==> src/conv2d_clamped_8bit_top_macros.svh <==
// ----------------------------------------------------------------------------
// conv2d_clamped_8bit_top_macros: assertion helpers
// Checks on aclk, switched off while aresetn is low.
// ----------------------------------------------------------------------------
`ifndef CONV2D_CLAMPED_8BIT_TOP_MACROS_SVH
`define CONV2D_CLAMPED_8BIT_TOP_MACROS_SVH

// same-cycle implication
`define C2D_CHECK_NOW(label, ante, cons, msg) \
    label: assert property (@(posedge aclk) disable iff (!aresetn) (ante) |-> (cons)) \
        else $error(msg);

// next-cycle implication
`define C2D_CHECK_NEXT(label, ante, cons, msg) \
    label: assert property (@(posedge aclk) disable iff (!aresetn) (ante) |=> (cons)) \
        else $error(msg);

`endif

==> src/c2d_pkg.sv <==
// ----------------------------------------------------------------------------
// c2d_pkg: shared types and constants of the 3x3 image convolution
// Field widths, register indexes, reset values and coefficient extraction.
// ----------------------------------------------------------------------------
`default_nettype none

package c2d_pkg;

    localparam int KDIM           = 3;
    localparam int PIX_W          = 8;
    localparam int COEF_W         = 16;
    localparam int COEF_FRAC_BITS = 8;
    localparam int KROW_W         = KDIM * COEF_W;
    localparam int POS_W          = 10;
    localparam int SIZE_CFG_W     = 11;
    localparam int CFG_IDX_W      = 3;
    localparam int CFG_DATA_W     = 48;
    localparam int PROD_W         = COEF_W + PIX_W + 1;
    localparam int SUM_W          = PROD_W + 4;

    localparam logic [CFG_IDX_W-1:0] CFG_KROW_TOP = 3'd0;
    localparam logic [CFG_IDX_W-1:0] CFG_KROW_MID = 3'd1;
    localparam logic [CFG_IDX_W-1:0] CFG_KROW_BOT = 3'd2;
    localparam logic [CFG_IDX_W-1:0] CFG_PADDING  = 3'd3;
    localparam logic [CFG_IDX_W-1:0] CFG_WIDTH    = 3'd4;
    localparam logic [CFG_IDX_W-1:0] CFG_HEIGHT   = 3'd5;

    localparam logic OP_PIXEL = 1'b0;
    localparam logic OP_DRAIN = 1'b1;

    localparam logic [KROW_W-1:0] KROW_TOP_RST = 48'h0000_0000_0000;
    localparam logic [KROW_W-1:0] KROW_MID_RST = 48'h0000_0001_0000;
    localparam logic [KROW_W-1:0] KROW_BOT_RST = 48'h0000_0000_0000;

    typedef logic [PIX_W-1:0]         pix_t;
    typedef logic [KROW_W-1:0]        krow_t;
    typedef logic signed [PROD_W-1:0] prod_t;
    typedef logic signed [SUM_W-1:0]  sum_t;

    typedef struct packed {
        logic [KDIM-1:0] row_ok;
        logic [KDIM-1:0] col_ok;
    } c2d_mask_t;

    typedef struct packed {
        logic             produce;
        logic             last;
        logic [POS_W-1:0] row;
        logic [POS_W-1:0] col;
        c2d_mask_t        mask;
    } c2d_ctl_t;

    function automatic logic signed [COEF_W-1:0] coef_at(input krow_t row, input int unsigned c);
        return $signed(row[COEF_W*c +: COEF_W]);
    endfunction

endpackage

`default_nettype wire

==> src/c2d_mac.sv <==
// ----------------------------------------------------------------------------
// c2d_mac: 3x3 window, tap products and sum
// Shifts a new column into the window, registers the masked products of the
// flipped kernel, then the row sums; the total is given combinationally.
// ----------------------------------------------------------------------------
`default_nettype none

module c2d_mac import c2d_pkg::*; (
    input  logic      aclk,
    input  logic      aresetn,
    input  logic      shift_en,
    input  logic      sum_en,
    input  pix_t      top_px,
    input  pix_t      mid_px,
    input  pix_t      bot_px,
    input  c2d_mask_t mask,
    input  krow_t     kernel [KDIM],
    output sum_t      sum
);

    pix_t  win_reg   [KDIM][KDIM];
    pix_t  win_next  [KDIM][KDIM];
    pix_t  new_col   [KDIM];
    prod_t prod_reg  [KDIM][KDIM];
    prod_t prod_next [KDIM][KDIM];
    sum_t  rsum_reg  [KDIM];
    sum_t  rsum_next [KDIM];

    assign new_col[0] = top_px;
    assign new_col[1] = mid_px;
    assign new_col[2] = bot_px;

    always_comb begin
        for (int a = 0; a < KDIM; a++) begin
            for (int j = 0; j < KDIM - 1; j++) begin
                win_next[a][j] = win_reg[a][j+1];
            end
            win_next[a][KDIM-1] = new_col[a];
        end
    end

    always_comb begin
        pix_t tap;
        for (int k = 0; k < KDIM; k++) begin
            for (int l = 0; l < KDIM; l++) begin
                tap = (mask.row_ok[k] && mask.col_ok[l]) ? win_next[k][l] : '0;
                prod_next[k][l] = coef_at(kernel[KDIM-1-k], KDIM - 1 - l) * $signed({1'b0, tap});
            end
        end
    end

    always_comb begin
        for (int k = 0; k < KDIM; k++) begin
            rsum_next[k] = '0;
            for (int l = 0; l < KDIM; l++) begin
                rsum_next[k] = rsum_next[k] + SUM_W'(prod_reg[k][l]);
            end
        end
    end

    always_comb begin
        sum = '0;
        for (int k = 0; k < KDIM; k++) begin
            sum = sum + rsum_reg[k];
        end
    end

    always_ff @(posedge aclk) begin
        if (!aresetn) begin
            for (int a = 0; a < KDIM; a++) begin
                for (int j = 0; j < KDIM; j++) begin
                    win_reg[a][j] <= '0;
                end
            end
        end else if (shift_en) begin
            win_reg <= win_next;
        end
    end

    always_ff @(posedge aclk) begin
        if (shift_en) begin
            prod_reg <= prod_next;
        end
        if (sum_en) begin
            rsum_reg <= rsum_next;
        end
    end

endmodule

`default_nettype wire

==> config.mk <==
export PLATFORM = sky130hd
export DESIGN_NAME = c2d_mac
export DESIGN_NICKNAME = d
export VERILOG_FILES = /design/src/conv2d_clamped_8bit_top_macros.svh /design/src/c2d_pkg.sv /design/src/c2d_mac.sv
export SDC_FILE = /design/constraint.sdc
export NUM_CORES = 2
export LEC_CHECK = 0
export ABC_AREA = 1
export BUFFER_PORTS_ARGS = -buffer_cell sky130_fd_sc_hd__buf_2
export CAP_MARGIN = 30
export CORE_MARGIN = 2
export CORE_UTILIZATION = 35
export CTS_BUF_LIST = sky130_fd_sc_hd__clkbuf_4 sky130_fd_sc_hd__clkbuf_8
export DETAILED_ROUTE_END_ITERATION = 8
export GPL_TIMING_DRIVEN = 0
export PLACE_DENSITY_LB_ADDON = 0.08
export REMOVE_ABC_BUFFERS = 1
export SYNTH_ARGS = -nofsm -noshare
export SYNTH_HDL_FRONTEND = slang
export SYNTH_SLANG_ARGS = --single-unit
==> constraint.sdc <==
create_clock -name aclk -period 5 [get_ports aclk]
set_input_delay 0.5 -clock aclk [delete_from_list [all_inputs] [get_ports aclk]]
set_output_delay 0.5 -clock aclk [all_outputs]
set_load 0.01 [all_outputs]
==> results.sh <==
export IMPL_finalHoldViolCount=0
export IMPL_fillers=19430
export IMPL_r2r_start="win_next[33]$_SDFFE_PN0P_"
export IMPL_async_reset_ff_share_pct=0
export IMPL_ios=207
export IMPL_cts_tree="done"
export IMPL_die_w_um=432.6
export IMPL_hold_ws_ns=0.1007
export IMPL_syn_inst=8418
export IMPL_ys_seq_area_share_pct=15.79
export IMPL_stdcell_area_um2=70810
export IMPL_finalCritPeriodShare_pct=98.74
export IMPL_drc=0
export IMPL_drt_iter0_markers=2596
export IMPL_cpMostUsedCell="nand2_1"
export IMPL_crit_start="mask[0]"
export IMPL_largest_reg_flops=225
export IMPL_setup_tns_ns=0
export IMPL_dr_pass1_iters=5
export IMPL_fin_worst_skew_ns=0.03608
export IMPL_final_nets=10420
export IMPL_drive_gt1_share_pct=6.532
export IMPL_clk_latency_ns=0.74
export IMPL_numClockSinks=354
export IMPL_initial_core_util_pct=35.16
export IMPL_ant_nets=0
export IMPL_grt_first_pass_wirelength_um=304600
export IMPL_layout_cells_non_filler=11200
export IMPL_cp_max_fo=8
export IMPL_overflow=0
export IMPL_period_needed_ns=4.937
export IMPL_worst_pin_slew_ns=0.8454
export IMPL_clock_path_buffers=3
export IMPL_critPathSlowestCell="fa_1"
export IMPL_critPathBufInv=8
export IMPL_ys_types=30
export IMPL_maxSlewHeadroom_pct=43.64
export IMPL_slew_viol_final=0
export IMPL_placed_cells=11010
export IMPL_synth_flop_cell="edfxtp_1"
export IMPL_seq_area_um2=10150
export IMPL_status="finished, final reports clean"
export IMPL_fmax_ghz=0.2025
export IMPL_numCtsBuffers=73
export IMPL_h_tree_depth=3
export IMPL_yosysWarningCount=0
export IMPL_dp_hpwl_um=166200
export IMPL_dpl_cell_area_um2=68200
export IMPL_globalplace_congestion=0.8976
export IMPL_coreArea_um2=182900
export IMPL_hold_path_class="in -> reg"
export IMPL_multiInputGateArea_um2=45920
export IMPL_vias=51770
export IMPL_path_delay_family="adder cells"
export IMPL_arrival_ns=5.42
export IMPL_drt_total_wl_um=190900
export IMPL_syn_to_final_growth_pct=10.12
export IMPL_p_leak_nw=39.00
export IMPL_p_per_area_nw_per_um2=346.8
export IMPL_drt_vias_per_instance=4.624
export IMPL_post_route_util_pct=38.72
export IMPL_synth_edff_count=306
export IMPL_cp_required_ns=5.48
export IMPL_max_stage_delay_ns=0.56
export IMPL_syn_area_um2=64300
export IMPL_clk_pin_slew_ns=0.07
export IMPL_num_rows=157
export IMPL_wl_per_cell_um=17.05
export IMPL_critPathKind="in -> reg"
export IMPL_grt_start_max_net_pins=124
export IMPL_endpoint_kind="register"
export IMPL_maxCapViolCount=0
export IMPL_die_area_um2=187200
export IMPL_vdd_ir_drop_max_mv=0.8101
export IMPL_syn_area_per_cell_um2=7.638
export IMPL_antenna_found_initial=10
export IMPL_clockRootBuffer="clkbuf_8"
export IMPL_setup_viol=0
export IMPL_crit_chain="buf_2 > nand2_1 > clkinvlp_4 > nand2_2 > clkinvlp_4 > buf_4 > nand2_1 > fa_1 > inv_1 > fa_1 > fa_1 > inv_1 > fa_1 > inv_1 > ha_1 > nand2_1 > inv_1 > nand2_1 > nor3_1 > nand3_1 > nand4_1 > nand2_1"
export IMPL_first_global_vias=53770
export IMPL_startpoint_type="input pin"
export IMPL_rsz0062_at_grt="yes"
export IMPL_min_from="bot_px[0]"
export IMPL_ys_ff_latch=354
export IMPL_portBuffers=206
export IMPL_dieHeight_um=432.6
export IMPL_gr_usage_all_layers_pct=20.92
## power by group
group,switching [mW],internal (mW)
clock,1.52,2.13
sequential,0.588,4.14
combinational,11.2,5.02
total,13.3,11.3
## Yosys cell counts, types with 47 or more instances
library cell,instances,area [µm²]
nor3_1,52,260.3
xor2_1,121,1060
nand3_1,277,1386
dfxtp_1,48,960.9
edfxtp_1,306,9189
fa_1,1024,20500
o21ai_0,95,475.5
nor2_1,1092,4099
ha_1,552,6907
a21oi_1,243,1216
xnor2_1,47,411.6
nand2_1,2076,7792
nand4_1,101,631.9
inv_1,2155,8089
## placed cells by master (no fill, tap or decap), types with 101 or more instances in the layout
| cell type | synthesis | layout |
|---|---|---|
| nand4_1 | 101 | 101 |
| a21oi_1 | 243 | 238 |
| edfxtp_1 | 306 | 306 |
| nand2_1 | 2076 | 2027 |
| nand3_1 | 277 | 277 |
| buf_2 | 37 | 204 |
| xor2_1 | 121 | 121 |
| fa_1 | 1024 | 1016 |
| ha_1 | 552 | 548 |
| nor2_1 | 1092 | 1080 |
| inv_1 | 2155 | 2107 |
## through the flow
| stage | setup WS, ns | power (mW) |
|---|---|---|
| global placement | -5.166 | 21.24 |
| CTS | 0.0002660 | 25.07 |
| global route | -0.04650 | 26.72 |
| finish | 0.06275 | 24.56 |
| detailed placement | -1.122 | 21.21 |
| floorplan | 0.4216 | 14.31 |
## final cells by class
type                    instances  area share, %
diodes                          6        0.02121
clock buffers                  91          1.636
clock inverters                43         0.7599
inverters                    2176          11.71
multi-input cells            5805          64.85
flip-flops and latches        354          14.34
well taps                    2464          4.354
repair buffers                256          2.329
repair inverters                1       0.007068
## worst min-delay path, cell delays in order
cell and delay, ns:
buf_2 0.13, nor2_1 0.06, nor2_1 0.09
## cell families (layout without fill, tap and decap cells)
kind of cell    after synthesis  count (layout)  synth area share, %
compound gates              399             399                3.285
xor+xnor                    168             168                2.288
buf+inv                    2259            2567                13.26
simple gates               3662            3662                22.76
other cells                   0               6                    0
flops                       354             354                15.79
fa+ha+maj                  1576            1576                42.62
## metal layers
metal | wire length [µm] | GRT usage, % | vias up
li1 | - | - | 25490
met1 | 90290 | 29.21 | 25300
met2 | 90400 | 35.34 | 808
met3 | 5444 | 1.633 | 177
met4 | 4718 | 4.614 | 0
met5 | 0 | 0 | -
## worst paths after layout
kind,to,slack [ns],depth (start not counted)
max reg2reg,prod_reg[115]$_DFFE_PP_,0.19,19
min,win_next[8]$_SDFFE_PN0P_,0.10,3
max,prod_reg[146]$_DFFE_PP_,0.06,22
min reg2reg,win_next[70]$_SDFFE_PN0P_,0.49,2
## timing repair
item / CTS / global route
resized for setup: 45 / 103
cloned: 0 / 1
buffers inserted: 15 / 25
hold endpoints to repair: 5 / 0
pin swaps: 0 / 1
hold buffers: 5 / 0
endpoints found under the setup margin: 76 / 102
No activity file was read; power rests on OpenSTA's default activity.
